<file path="src/ptc_pkg.sv">
// Shared types and constants for the polyline tangent colour unit.
`timescale 1ns / 1ps
package ptc_pkg;

  localparam int NORM_BITS = 30;
  localparam int SUM_W     = 2 * NORM_BITS + 2;
  localparam int ROOT_W    = NORM_BITS + 2;
  localparam int COLOUR_W  = 8;

  typedef enum logic [2:0] {
    U_IDLE,
    U_NORM,
    U_SQ,
    U_ROOT,
    U_DIV,
    U_DONE
  } ptc_unit_state_e;

  typedef enum logic [2:0] {
    ST_IDLE,
    ST_FWD_START,
    ST_FWD_WAIT,
    ST_SUM_START,
    ST_SUM_WAIT,
    ST_EMIT1,
    ST_EMIT2,
    ST_FINISH
  } ptc_state_e;

  typedef struct packed {
    logic busy;
    logic done;
  } ptc_unit_stat_t;

endpackage

</file>
<file path="src/ptc_if.sv">
// Input and output channel interfaces of the polyline tangent colour unit.
`timescale 1ns / 1ps
interface ptc_in_if #(
  parameter int COORD_WIDTH = 24
) ();
  logic                          valid;
  logic                          ready;
  logic signed [COORD_WIDTH-1:0] pos_x;
  logic signed [COORD_WIDTH-1:0] pos_y;
  logic signed [COORD_WIDTH-1:0] pos_z;
  logic                          is_break;
  logic                          curve_end;

  modport source (output valid, pos_x, pos_y, pos_z, is_break, curve_end, input ready);
  modport sink   (input valid, pos_x, pos_y, pos_z, is_break, curve_end, output ready);
endinterface

interface ptc_out_if ();
  logic       valid;
  logic       ready;
  logic [7:0] red;
  logic [7:0] green;
  logic [7:0] blue;
  logic       was_break;
  logic       last_of_curve;

  modport source (output valid, red, green, blue, was_break, last_of_curve, input ready);
  modport sink   (input valid, red, green, blue, was_break, last_of_curve, output ready);
endinterface

</file>
<file path="src/polyline_tangent_color_unit.sv">
// Top level: vertex hold, tangent sequencing and colour output register.
// When a forward difference is needed, the vertex takes two unit-vector passes (forward
// direction, then the sum with the backward direction), each a start, normalise, square,
// root, divide and done phase, before its first word; otherwise no pass is made.
// Input ready is low from acceptance until the vertex retires, output stalls included.
// Reset: asynchronous, clears the hold, the backward direction, out valid.
`timescale 1ns / 1ps
module polyline_tangent_color_unit #(
  parameter int COORD_WIDTH    = 24,
  parameter int UNIT_FRAC_BITS = 15
) (
  input  logic      clk_i,
  input  logic      rst_ni,
  ptc_in_if.sink    in_i,
  ptc_out_if.source out_o
);
  import ptc_pkg::*;

  localparam int DW = COORD_WIDTH + 1;
  localparam int UW = UNIT_FRAC_BITS + 2;
  localparam int SW = UW + 1;
  localparam int VW = (DW > SW) ? DW : SW;

  ptc_state_e state_q, state_d;

  logic signed [COORD_WIDTH-1:0] held_q [3];
  logic signed [COORD_WIDTH-1:0] held_d [3];
  logic signed [COORD_WIDTH-1:0] inp_q [3];
  logic signed [COORD_WIDTH-1:0] inp_d [3];
  logic signed [UW-1:0] back_q [3];
  logic signed [UW-1:0] back_d [3];
  logic signed [UW-1:0] nb_q [3];
  logic signed [UW-1:0] nb_d [3];
  logic signed [UW-1:0] tan_q [3];
  logic signed [UW-1:0] tan_d [3];
  logic held_present_q, held_present_d;
  logic held_break_q, held_break_d;
  logic back_valid_q, back_valid_d;
  logic nb_valid_q, nb_valid_d;
  logic in_brk_q, in_brk_d;
  logic in_end_q, in_end_d;

  logic                out_valid_q, out_valid_d;
  logic [COLOUR_W-1:0] col_q [3];
  logic [COLOUR_W-1:0] col_d [3];
  logic                out_brk_q, out_brk_d;
  logic                out_last_q, out_last_d;

  logic signed [DW-1:0] diff [3];
  logic signed [VW-1:0] vec [3];
  logic signed [UW-1:0] unit_v [3];
  logic [UW-1:0]        mag_t [3];
  logic [UW+7:0]        scaled [3];
  logic [COLOUR_W-1:0]  colour [3];
  logic                 unit_start;
  logic                 out_free;
  logic                 accept;
  ptc_unit_stat_t       unit_stat;

  ptc_unitize #(
    .VEC_W (VW),
    .FRAC  (UNIT_FRAC_BITS)
  ) u_unitize (
    .clk_i   (clk_i),
    .rst_ni  (rst_ni),
    .start_i (unit_start),
    .vec_i   (vec),
    .unit_o  (unit_v),
    .stat_o  (unit_stat)
  );

  assign in_i.ready = (state_q == ST_IDLE);
  assign accept     = in_i.valid && in_i.ready;
  assign out_free   = !out_valid_q || out_o.ready;
  assign unit_start = (state_q == ST_FWD_START) || (state_q == ST_SUM_START);

  always_comb begin
    for (int i = 0; i < 3; i++) begin
      diff[i] = DW'(inp_q[i]) - DW'(held_q[i]);
      if (state_q == ST_SUM_START) begin
        vec[i] = VW'(nb_q[i]) + (back_valid_q ? VW'(back_q[i]) : VW'(0));
      end else begin
        vec[i] = VW'(diff[i]);
      end
      // floor(255 * |t|) as (|t| << 8) - |t|, then drop the fraction
      mag_t[i]  = tan_q[i][UW-1] ? (~tan_q[i] + 1'b1) : tan_q[i];
      scaled[i] = {mag_t[i], 8'b0} - (UW+8)'(mag_t[i]);
      colour[i] = scaled[i][UNIT_FRAC_BITS +: COLOUR_W];
    end
  end

  always_comb begin
    state_d        = state_q;
    held_d         = held_q;
    inp_d          = inp_q;
    back_d         = back_q;
    nb_d           = nb_q;
    tan_d          = tan_q;
    held_present_d = held_present_q;
    held_break_d   = held_break_q;
    back_valid_d   = back_valid_q;
    nb_valid_d     = nb_valid_q;
    in_brk_d       = in_brk_q;
    in_end_d       = in_end_q;
    out_valid_d    = out_valid_q && !out_o.ready;
    col_d          = col_q;
    out_brk_d      = out_brk_q;
    out_last_d     = out_last_q;
    unique case (state_q)
      ST_IDLE: begin
        if (accept) begin
          inp_d[0]   = in_i.pos_x;
          inp_d[1]   = in_i.pos_y;
          inp_d[2]   = in_i.pos_z;
          in_brk_d   = in_i.is_break;
          in_end_d   = in_i.curve_end;
          nb_valid_d = 1'b0;
          for (int i = 0; i < 3; i++) nb_d[i] = '0;
          if (held_present_q) begin
            if (!in_i.is_break && !held_break_q) begin
              state_d = ST_FWD_START;
            end else begin
              for (int i = 0; i < 3; i++) tan_d[i] = back_valid_q ? back_q[i] : '0;
              state_d = ST_EMIT1;
            end
          end else if (in_i.curve_end) begin
            for (int i = 0; i < 3; i++) tan_d[i] = '0;
            state_d = ST_EMIT2;
          end else begin
            state_d = ST_FINISH;
          end
        end
      end
      ST_FWD_START: state_d = ST_FWD_WAIT;
      ST_FWD_WAIT: begin
        if (unit_stat.done) begin
          nb_d       = unit_v;
          nb_valid_d = 1'b1;
          state_d    = ST_SUM_START;
        end
      end
      ST_SUM_START: state_d = ST_SUM_WAIT;
      ST_SUM_WAIT: begin
        if (unit_stat.done) begin
          tan_d   = unit_v;
          state_d = ST_EMIT1;
        end
      end
      ST_EMIT1: begin
        if (out_free) begin
          out_valid_d = 1'b1;
          for (int i = 0; i < 3; i++) col_d[i] = held_break_q ? '0 : colour[i];
          out_brk_d  = held_break_q;
          out_last_d = 1'b0;
          if (in_end_q) begin
            for (int i = 0; i < 3; i++) tan_d[i] = nb_valid_q ? nb_q[i] : '0;
            state_d = ST_EMIT2;
          end else begin
            state_d = ST_FINISH;
          end
        end
      end
      ST_EMIT2: begin
        if (out_free) begin
          out_valid_d = 1'b1;
          for (int i = 0; i < 3; i++) col_d[i] = in_brk_q ? '0 : colour[i];
          out_brk_d  = in_brk_q;
          out_last_d = 1'b1;
          state_d    = ST_FINISH;
        end
      end
      ST_FINISH: begin
        // drop the hold at curve end, otherwise advance it to the new vertex
        if (in_end_q) begin
          held_present_d = 1'b0;
          held_break_d   = 1'b0;
          back_valid_d   = 1'b0;
        end else begin
          held_d         = inp_q;
          held_present_d = 1'b1;
          held_break_d   = in_brk_q;
          back_d         = nb_q;
          back_valid_d   = nb_valid_q;
        end
        state_d = ST_IDLE;
      end
      default: state_d = ST_IDLE;
    endcase
  end

  always_ff @(posedge clk_i or negedge rst_ni) begin
    if (!rst_ni) begin
      state_q        <= ST_IDLE;
      held_present_q <= 1'b0;
      held_break_q   <= 1'b0;
      back_valid_q   <= 1'b0;
      nb_valid_q     <= 1'b0;
      out_valid_q    <= 1'b0;
    end else begin
      state_q        <= state_d;
      held_present_q <= held_present_d;
      held_break_q   <= held_break_d;
      back_valid_q   <= back_valid_d;
      nb_valid_q     <= nb_valid_d;
      out_valid_q    <= out_valid_d;
    end
  end

  always_ff @(posedge clk_i) begin
    held_q     <= held_d;
    inp_q      <= inp_d;
    back_q     <= back_d;
    nb_q       <= nb_d;
    tan_q      <= tan_d;
    in_brk_q   <= in_brk_d;
    in_end_q   <= in_end_d;
    col_q      <= col_d;
    out_brk_q  <= out_brk_d;
    out_last_q <= out_last_d;
  end

  assign out_o.valid         = out_valid_q;
  assign out_o.red           = col_q[0];
  assign out_o.green         = col_q[1];
  assign out_o.blue          = col_q[2];
  assign out_o.was_break     = out_brk_q;
  assign out_o.last_of_curve = out_last_q;

  a_ready_engine_idle : assert property (@(posedge clk_i) disable iff (!rst_ni)
    in_i.ready |-> !unit_stat.busy)
    else $error("input ready while the unit-vector engine is busy");

  a_break_black : assert property (@(posedge clk_i) disable iff (!rst_ni)
    out_o.valid && out_o.was_break |->
      out_o.red == 8'd0 && out_o.green == 8'd0 && out_o.blue == 8'd0)
    else $error("terminal vertex word carries a non-zero colour");

  a_done_expected : assert property (@(posedge clk_i) disable iff (!rst_ni)
    unit_stat.done |-> state_q == ST_FWD_WAIT || state_q == ST_SUM_WAIT)
    else $error("unit-vector engine finished outside a wait state");

endmodule

</file>
<file path="src/ptc_unitize.sv">
// Iterative unit-vector engine: normalising shift, squares, square root, divisions.
`timescale 1ns / 1ps
module ptc_unitize #(
  parameter int VEC_W = 26,
  parameter int FRAC  = 15
) (
  input  logic                     clk_i,
  input  logic                     rst_ni,
  input  logic                     start_i,
  input  logic signed [VEC_W-1:0]  vec_i [3],
  output logic signed [FRAC+1:0]   unit_o [3],
  output ptc_pkg::ptc_unit_stat_t  stat_o
);
  import ptc_pkg::*;

  localparam int XW   = ((VEC_W > NORM_BITS) ? VEC_W : NORM_BITS) + 1;
  localparam int STPW = $clog2(FRAC + 1);

  ptc_unit_state_e state_q, state_d;

  logic [XW-1:0]         mag_q [3];
  logic [XW-1:0]         mag_d [3];
  logic                  neg_q [3];
  logic                  neg_d [3];
  logic [2*NORM_BITS-1:0] prod_q, prod_d;
  logic [SUM_W-1:0]      acc_q, acc_d;
  logic [SUM_W-1:0]      root_q, root_d;
  logic [SUM_W-1:0]      bit_q, bit_d;
  logic [ROOT_W-1:0]     rem_q, rem_d;
  logic [FRAC:0]         quot_q, quot_d;
  logic [1:0]            cnt_q, cnt_d;
  logic [STPW-1:0]       step_q, step_d;
  logic signed [FRAC+1:0] comp_q [3];
  logic signed [FRAC+1:0] comp_d [3];

  logic [VEC_W-1:0]      abs_v [3];
  logic [XW-1:0]         orv;
  logic [NORM_BITS-1:0]  sel_mag;
  logic                  sel_neg;
  logic [SUM_W-1:0]      trial;
  logic [ROOT_W:0]       div_t;
  logic [ROOT_W:0]       div_n;
  logic                  qb;
  logic [FRAC:0]         qfin;
  logic [FRAC+1:0]       qext;

  always_comb begin
    for (int i = 0; i < 3; i++) begin
      abs_v[i] = vec_i[i][VEC_W-1] ? (~vec_i[i] + 1'b1) : vec_i[i];
    end
    orv = mag_q[0] | mag_q[1] | mag_q[2];
    case (cnt_q)
      2'd0:    begin sel_mag = mag_q[0][NORM_BITS-1:0]; sel_neg = neg_q[0]; end
      2'd1:    begin sel_mag = mag_q[1][NORM_BITS-1:0]; sel_neg = neg_q[1]; end
      2'd2:    begin sel_mag = mag_q[2][NORM_BITS-1:0]; sel_neg = neg_q[2]; end
      default: begin sel_mag = '0; sel_neg = 1'b0; end
    endcase
    trial = root_q + bit_q;
    div_n = {1'b0, root_q[ROOT_W-1:0]};
    div_t = (step_q == '0) ? (ROOT_W+1)'(sel_mag) : {rem_q, 1'b0};
    qb    = (div_t >= div_n);
    qfin  = {quot_q[FRAC-1:0], qb};
    if (qfin > (FRAC+1)'(1) << FRAC) qfin = (FRAC+1)'(1) << FRAC;
    qext  = {1'b0, qfin};
  end

  always_comb begin
    state_d = state_q;
    mag_d   = mag_q;
    neg_d   = neg_q;
    prod_d  = prod_q;
    acc_d   = acc_q;
    root_d  = root_q;
    bit_d   = bit_q;
    rem_d   = rem_q;
    quot_d  = quot_q;
    cnt_d   = cnt_q;
    step_d  = step_q;
    comp_d  = comp_q;
    unique case (state_q)
      U_IDLE: begin
        if (start_i) begin
          for (int i = 0; i < 3; i++) begin
            neg_d[i]  = vec_i[i][VEC_W-1];
            mag_d[i]  = XW'(abs_v[i]);
            comp_d[i] = '0;
          end
          state_d = U_NORM;
        end
      end
      U_NORM: begin
        // shift all magnitudes together until the largest is exactly NORM_BITS long
        if (orv == '0) begin
          state_d = U_DONE;
        end else if ((orv >> NORM_BITS) != '0) begin
          for (int i = 0; i < 3; i++) mag_d[i] = mag_q[i] >> 1;
        end else if (!orv[NORM_BITS-1]) begin
          for (int i = 0; i < 3; i++) mag_d[i] = mag_q[i] << 1;
        end else begin
          prod_d  = '0;
          acc_d   = '0;
          cnt_d   = '0;
          state_d = U_SQ;
        end
      end
      U_SQ: begin
        prod_d = (cnt_q != 2'd3) ? sel_mag * sel_mag : '0;
        acc_d  = acc_q + SUM_W'(prod_q);
        cnt_d  = cnt_q + 2'd1;
        if (cnt_q == 2'd3) begin
          root_d  = '0;
          bit_d   = SUM_W'(1) << (SUM_W - 2);
          state_d = U_ROOT;
        end
      end
      U_ROOT: begin
        if (acc_q >= trial) begin
          acc_d  = acc_q - trial;
          root_d = (root_q >> 1) + bit_q;
        end else begin
          root_d = root_q >> 1;
        end
        bit_d = bit_q >> 2;
        if (bit_q[0]) begin
          cnt_d   = '0;
          step_d  = '0;
          quot_d  = '0;
          state_d = U_DIV;
        end
      end
      U_DIV: begin
        rem_d  = qb ? ROOT_W'(div_t - div_n) : div_t[ROOT_W-1:0];
        quot_d = qfin;
        step_d = step_q + 1'b1;
        if (step_q == STPW'(FRAC)) begin
          for (int i = 0; i < 3; i++) begin
            if (cnt_q == 2'(i)) comp_d[i] = $signed(sel_neg ? (~qext + 1'b1) : qext);
          end
          step_d = '0;
          quot_d = '0;
          cnt_d  = cnt_q + 2'd1;
          if (cnt_q == 2'd2) state_d = U_DONE;
        end
      end
      U_DONE: begin
        state_d = U_IDLE;
      end
      default: begin
        state_d = U_IDLE;
      end
    endcase
  end

  always_ff @(posedge clk_i or negedge rst_ni) begin
    if (!rst_ni) begin
      state_q <= U_IDLE;
    end else begin
      state_q <= state_d;
    end
  end

  always_ff @(posedge clk_i) begin
    mag_q  <= mag_d;
    neg_q  <= neg_d;
    prod_q <= prod_d;
    acc_q  <= acc_d;
    root_q <= root_d;
    bit_q  <= bit_d;
    rem_q  <= rem_d;
    quot_q <= quot_d;
    cnt_q  <= cnt_d;
    step_q <= step_d;
    comp_q <= comp_d;
  end

  assign unit_o      = comp_q;
  assign stat_o.busy = (state_q != U_IDLE);
  assign stat_o.done = (state_q == U_DONE);

endmodule
</file>
<file path="src/flat_wrapper.sv">
// flat-port wrapper written by rule: the top's interface ports become plain ports
module polyline_tangent_color_unit_flat import ptc_pkg::*;
#(
  parameter int COORD_WIDTH    = 24,
  parameter int UNIT_FRAC_BITS = 15
)
  (clk_i, rst_ni, in_i_valid, in_i_pos_x, in_i_pos_y, in_i_pos_z, in_i_is_break, in_i_curve_end, in_i_ready, out_o_valid, out_o_red, out_o_green, out_o_blue, out_o_was_break, out_o_last_of_curve, out_o_ready);
  ptc_in_if #(.COORD_WIDTH(COORD_WIDTH)) in_i_i ();
  ptc_out_if out_o_i ();
  input  logic clk_i;
  input  logic rst_ni;
  input wire logic [$bits(in_i_i.valid)-1:0] in_i_valid;
  input wire logic [$bits(in_i_i.pos_x)-1:0] in_i_pos_x;
  input wire logic [$bits(in_i_i.pos_y)-1:0] in_i_pos_y;
  input wire logic [$bits(in_i_i.pos_z)-1:0] in_i_pos_z;
  input wire logic [$bits(in_i_i.is_break)-1:0] in_i_is_break;
  input wire logic [$bits(in_i_i.curve_end)-1:0] in_i_curve_end;
  output wire logic [$bits(in_i_i.ready)-1:0] in_i_ready;
  output wire logic [$bits(out_o_i.valid)-1:0] out_o_valid;
  output wire logic [$bits(out_o_i.red)-1:0] out_o_red;
  output wire logic [$bits(out_o_i.green)-1:0] out_o_green;
  output wire logic [$bits(out_o_i.blue)-1:0] out_o_blue;
  output wire logic [$bits(out_o_i.was_break)-1:0] out_o_was_break;
  output wire logic [$bits(out_o_i.last_of_curve)-1:0] out_o_last_of_curve;
  input wire logic [$bits(out_o_i.ready)-1:0] out_o_ready;
  assign in_i_i.valid = in_i_valid;
  assign in_i_i.pos_x = in_i_pos_x;
  assign in_i_i.pos_y = in_i_pos_y;
  assign in_i_i.pos_z = in_i_pos_z;
  assign in_i_i.is_break = in_i_is_break;
  assign in_i_i.curve_end = in_i_curve_end;
  assign in_i_ready = in_i_i.ready;
  assign out_o_valid = out_o_i.valid;
  assign out_o_red = out_o_i.red;
  assign out_o_green = out_o_i.green;
  assign out_o_blue = out_o_i.blue;
  assign out_o_was_break = out_o_i.was_break;
  assign out_o_last_of_curve = out_o_i.last_of_curve;
  assign out_o_i.ready = out_o_ready;
  polyline_tangent_color_unit #(.COORD_WIDTH(COORD_WIDTH), .UNIT_FRAC_BITS(UNIT_FRAC_BITS)) u_core (.clk_i(clk_i), .rst_ni(rst_ni), .in_i(in_i_i), .out_o(out_o_i));
endmodule
</file>
<file path="config.mk">
export PLATFORM = sky130hd
export DESIGN_NAME = polyline_tangent_color_unit_flat
export DESIGN_NICKNAME = d
export VERILOG_FILES = /design/src/ptc_pkg.sv /design/src/ptc_if.sv /design/src/polyline_tangent_color_unit.sv /design/src/ptc_unitize.sv /design/src/flat_wrapper.sv
export SDC_FILE = /design/constraint.sdc
export NUM_CORES = 2
export LEC_CHECK = 0
export ABC_AREA = 1
export BUFFER_PORTS_ARGS = -buffer_cell sky130_fd_sc_hd__buf_2
export CAP_MARGIN = 10
export CORE_AREA = 2 2 436 438
export DETAILED_ROUTE_END_ITERATION = 10
export DIE_AREA = 0 0 438 440
export HOLD_SLACK_MARGIN = 0.03
export PLACE_DENSITY = 0.63
export SETUP_SLACK_MARGIN = 0.05
export SYNTH_ARGS = -nofsm -noshare
export SYNTH_HDL_FRONTEND = slang
export SYNTH_SLANG_ARGS = --single-unit
</file>
<file path="constraint.sdc">
create_clock -name clk_i -period 15 [get_ports clk_i]
set_input_delay 0.75 -clock clk_i [delete_from_list [all_inputs] [get_ports clk_i]]
set_output_delay 0.75 -clock clk_i [all_outputs]
set_load 0.02 [all_outputs]
</file>
# [Word level (Yosys, flattened, before mapping)]
# Index checks and enable logic that the tools add are counted.
[classes] n_mul=1 n_mux=114 n_reduce_logical=42 eq_ne=39 magnitude_cmp=3 n_bitwise=10 add_sub_neg=23
[ops] operator="$mux W51" count=10
[ops] operator="$mux W62" count=7
[ops] operator="$mux W93" count=4
[ops] operator="$pmux W62 S2" count=2
[ops] operator="$mux W60" count=4
[ops] operator="$mux W25" count=9
[ops] operator="$mux W17" count=13
[ops] operator="$pmux W51 S2" count=2
[ops] operator="$pmux W62 S3" count=1
[ops] operator="$pmux W93 S2" count=1
[ops] operator="$pmux W51 S3" count=1
[ops] operator="$pmux W60 S2" count=1
[ops] operator="$pmux W30 S3" count=1
[ops] operator="$add A17 B25 Y25" count=3
[ops] operator="$add A25 B1 Y25 const B" count=3
[ops] operator="$not A25 Y25" count=3
[ops] operator="$sub A24 B24 Y25" count=3
[ops] operator="$sub A23 B17 Y23" count=3
[ops] operator="$add A17 B1 Y17 const B" count=4
[ops] operator="$add A61 B62 Y62" count=1
[ops] operator="$add A62 B60 Y62" count=1
[ops] operator="$add A62 B62 Y62" count=1
[ops] operator="$ge A62 B62 Y1" count=1
[ops] operator="$or A31 B31 Y31" count=2
[ops] operator="54 further kinds" count=151
[totals] inputBits=78 output_inout_bits=28 elab_cells=278 regBits=782

# [Longest topological paths before layout]
[logic_depth] word_depth=12 ltp_mapped=41 ltp_nobuf=38

# [Cells and area by module]
# Synthesis repeated with hierarchy kept, for this count alone.
[unflattened] cells_unflattened=10875 hier_area_um2=84424.7
[by_module_without_submodules] module="ptc_unitize" seq_area_each_um2=12507.0 n_inst=1 area_per_inst_um2=61644.1 cells_per_inst=8040
[by_module_without_submodules] module="polyline_tangent_color_unit" seq_area_each_um2=9959.6 n_inst=1 area_per_inst_um2=22780.6 cells_per_inst=2835

# [Worst setup path before layout]
# Ideal clock, no wire load.
[synth_timing] path_type="register -> register" startpoint="register u_core.u_unitize.root_q[16]" endpoint="register u_core.u_unitize.acc_q[0], enable pin" slack_ps=6423 path_stages_with_launch=29 setup_time_ps=558 period_less_slack_ps=8577 path_buffers=2 arrival_ps=8019 cell_sequence="edfxtp_1 -> ha_1 -> nand2_1 -> o21ai_0 -> nand2_1 -> o21ai_0 -> inv_1 -> nand2_1 -> nand2_1 -> nand3_1 -> a21o_1 -> nand2_1 -> o21ai_0 -> nand2_1 -> o21ai_0 -> xnor2_1 -> ha_1 -> nand2_1 -> nor2_1 -> inv_1 -> nor2_1 -> inv_1 -> nor4_1 -> nand4_1 -> nand3_1 -> buf_4 -> nor2_2 -> buf_2 -> nor3_1"
[synth_via] elab_chain_len=4
[synth_lines] item="start: declaration" line_no="ptc_unitize.sv:27" source="logic [SUM_W-1:0] root_q, root_d;"
[synth_lines] item="start signal: assignment" line_no="ptc_unitize.sv:167" source="root_q <= root_d;"
[synth_lines] item="$add A62 B62 Y62" line_no="ptc_unitize.sv:58" source="trial = root_q + bit_q;"
[synth_lines] item="$ge A62 B62 Y1" line_no="ptc_unitize.sv:117" source="if (acc_q >= trial) begin"
[synth_lines] item="$ne A2 B2 Y1 (no source line)"
[synth_lines] item="$reduce_and A5 Y1 (no source line)"
[synth_lines] item="end signal: assignment" line_no="ptc_unitize.sv:166" source="acc_q <= acc_d;"
[synth_lines] item="end: declaration" line_no="ptc_unitize.sv:26" source="logic [SUM_W-1:0] acc_q, acc_d;"
# No other way between the ends.
# A chain may end at the register's enable or synchronous reset.

# [Final worst setup path]
[layout_timing] startpoint="register u_core.u_unitize.cnt_q[0]" endpoint="register u_core.u_unitize.prod_q[54], data pin"
[layout_via] elab_chain_len=5 elab_cells_between_ends=8 cone_classes="mul (1); eq/ne (3); mux (3); reduce/logical (1)"
[layout_lines] item="start: declaration" line_no="ptc_unitize.sv:31" source="logic [1:0] cnt_q, cnt_d;"
[layout_lines] item="start signal: assignment" line_no="ptc_unitize.sv:171" source="cnt_q <= cnt_d;"
[layout_lines] item="$eq A2 B2 Y1, or another cell as far along" line_no="ptc_unitize.sv:52" source="case (cnt_q)"
[layout_lines] item="$pmux W30 S3" line_no="ptc_unitize.sv:52"
[layout_lines] item="$mul A30 B30 Y60" line_no="ptc_unitize.sv:107" source="prod_d = (cnt_q != 2'd3) ? sel_mag * sel_mag : '0;"
[layout_lines] item="$mux W60 *" line_no="ptc_unitize.sv:107"
[layout_lines] item="$pmux W60 S2 *" line_no="ptc_unitize.sv:80" source="unique case (state_q)"
[layout_lines] item="end signal: assignment" line_no="ptc_unitize.sv:165" source="prod_q <= prod_d;"
[layout_lines] item="end: declaration" line_no="ptc_unitize.sv:25" source="logic [2*NORM_BITS-1:0] prod_q, prod_d;"
# Mark *: on every way between the ends. The rest lies on a longest branch, timed or not.

==> impl_metrics.tcl <==
set metrics [dict create \
    hold_viol_final 0 \
    required_ns 15.46 \
    critical_path_class "register to register" \
    clk_pin_slew_ns 0.06 \
    io_pins 106 \
    track_usage_pct 31.4 \
    die_area_um2 193000 \
    layout_commonest_cell "nand2_1" \
    skew_ns 0.0691 \
    grt_pass1_vias 74200 \
    async_flop_share_pct 1.47 \
    first_iter_violations 8021 \
    cts_buffers 92 \
    n_fill_cell 18800 \
    root_buffer "clkbuf_16" \
    grt_max_degree 68 \
    grt_pass1_wl_mm 459 \
    clock_sinks 750 \
    setup_tns_ns 0 \
    layout.nets 12500 \
    cts_tree "done" \
    globalplace.congestion 1.02 \
    firstDrtPassIters 8 \
    syn_to_final_growth_pct 8.02 \
    ys_ff_latch 750 \
    clkLatencyLatePin_ns 0.76 \
    antenna_found_initial 8 \
    min_to "u_core.inp_q[10]" \
    max_freq_mhz 98.7 \
    drt_wl_total_mm 304 \
    die_height_um 440 \
    syn_nets 12400 \
    end_kind "register" \
    syn_avg_cell_area_um2 7.65 \
    min_period_ns 10.13 \
    netlist_area_um2 84200 \
    drv_cap 0 \
    rsz0062_at_grt "false" \
    maxSlewHeadroom_pct 21.9 \
    drc 0 \
    fin_util_pct 48.2 \
    fin_crit_sh_pct 67.6 \
    worstHoldStart "in_i_pos_z[10]" \
    regToRegEndpoint "u_core.u_unitize.prod_q[54]" \
    max_stage_delay_ns 0.73 \
    mostFrequentLayoutCells "nand2_1, inv_1, nor2_1, edfxtp_1, fa_1" \
    synth_edf_count 739 \
    worstMarginPinSlew_ns 1.17 \
    via_count 75900 \
    dieWidth_um 438 \
    multiInputGateArea_um2 52700 \
    antenna_cells 0 \
    start_kind "register" \
    r2r-start "u_core.u_unitize.cnt_q[0]" \
    rr_worst_depth 35 \
    grt-ovfl-total 0 \
    postCtsSetupRepairBufs 0 \
    dp_hpwl_mm 244 \
    synth_flop_cell "edfxtp_1" \
    holdBufCountCts 1 \
    core_area_um2 189000 \
    num_rows 160 \
    worstPathMaxFanout 28 \
    place_area_um2 87800 \
    ant_nets 0 \
    io_buffers 105 \
    ys_types 66 \
    reg2reg_slack_ns 4.87 \
    avgRoutedWirePerCell_um 22.2 \
    synthCells 11000 \
    min_path_cells 1 \
    min_path_type "primary input to register" \
    setup_viol 0 \
    start_util_pct 44.6 \
    seqCellArea_um2 22500 \
    fin_area_um2 90900 \
    cts_resized 0 \
    via_per_inst 5.55 \
    cts_buffer_depth 3 \
    status "finished, final reports clean" \
    yosys_warnings 0 \
    drive_gt1_share_pct 4.10 \
    cp_slowest_cell "clkinv_1" \
    seq_area_frac_synth_pct 26.7 \
    htreeDepth 3 \
    critical_path_arrival_ns 10.59 \
    slew_viol_final 0 \
]
-- sequential cells by signal, indices dropped and copies added (netlist names), 15 cells and up --
name,flops
u_core.u_unitize.bit_q,31
u_core.u_unitize.mag_q,93
u_core.u_unitize.acc_q,62
u_core.held_q,72
u_core.u_unitize.unit_o,51
u_core.u_unitize.rem_q,32
u_core.back_q,51
u_core.nb_q,51
u_core.u_unitize.prod_q,59
u_core.inp_q,72
u_core.u_unitize.quot_q,15
u_core.tan_q,51
u_core.u_unitize.root_q,62
-- worst max path at each step --
stage                                      startpoint                           to  slack [ns]  cells past startpoint
after floorplan           u_core.u_unitize.root_q[16]    u_core.u_unitize.acc_q[0]        6.42                     28
after global placement      u_core.u_unitize.cnt_q[0]  u_core.u_unitize.prod_q[41]        4.75                     31
after detailed placement    u_core.u_unitize.cnt_q[0]  u_core.u_unitize.prod_q[54]        5.03                     33
after CTS                   u_core.u_unitize.cnt_q[0]  u_core.u_unitize.prod_q[41]        4.88                     29
after global routing        u_core.u_unitize.cnt_q[0]  u_core.u_unitize.prod_q[54]        4.48                     35
final                       u_core.u_unitize.cnt_q[0]  u_core.u_unitize.prod_q[54]        4.87                     35
-- metal layers --
metal	up-vias	global-route usage (%)	wire (um)
li1	35600	-	-
met2	3179	48.5	133000
met4	4	8.47	8930
met3	415	4.68	26400
met1	36700	45.8	136000
met5	-	0	23
-- cell usage after synthesis (78+ instances only) --
cell / number / area [um2]
nand3_1: 573 / 2870
fa_1: 705 / 14100
ha_1: 630 / 7880
clkbuf_1: 147 / 552
o21ai_0: 585 / 2930
nand4_1: 97 / 607
xnor2_1: 94 / 823
a31oi_1: 78 / 488
nand2_1: 2349 / 8820
xor2_1: 131 / 1150
a21oi_1: 622 / 3110
inv_1: 2192 / 8230
edfxtp_1: 739 / 22200
nor2_1: 1255 / 4710
nor3_1: 105 / 526
-- through the flow --
step           instances  hold slack [ns]  setup slack (ns)
5_1_grt            13700            0.145              4.48
3_3_place_gp       13500            0.439              4.75
4_1_cts            13700            0.115              4.88
3_5_place_dp       13500            0.442              5.03
2_1_floorplan      11000            0.426              6.42
6_report           13700            0.167              4.87
-- critical path, delay by kind of cell, from the launching register on --
family	cells	cell delay, ns
adder cells (fa/ha/maj)	10	4.50
buffers and inverters	11	2.15
AND/OR/NAND/NOR	10	1.88
AO/OA/AOI/OAI	4	0.88
flip-flops	1	0.40
-- logic make-up after synthesis --
| logic type | after synthesis | share of synthesized area (%) |
|---|---|---|
| AND/OR/NAND/NOR | 4580 | 22.5 |
| buffers and inverters | 2418 | 10.9 |
| AO/OA/AOI/OAI | 1694 | 11.4 |
| adder cells (fa/ha/maj) | 1335 | 26.1 |
| flip-flops | 750 | 26.7 |
| XOR/XNOR | 225 | 2.34 |
| multiplexers | 1 | 0.0134 |
-- layout make-up --
cell class	instances	share of cell area [%]
clock buffer	103	2.59
clock inverter	64	0.841
inverter	2218	9.16
multi-input combinational	7835	58.0
sequential	750	24.7
tap	2511	3.46
timing repair buffer	189	1.27
Power is left out: the tool's default activity adds up to more than one toggle a clock period on the data nets, which glitch-free logic cannot reach.
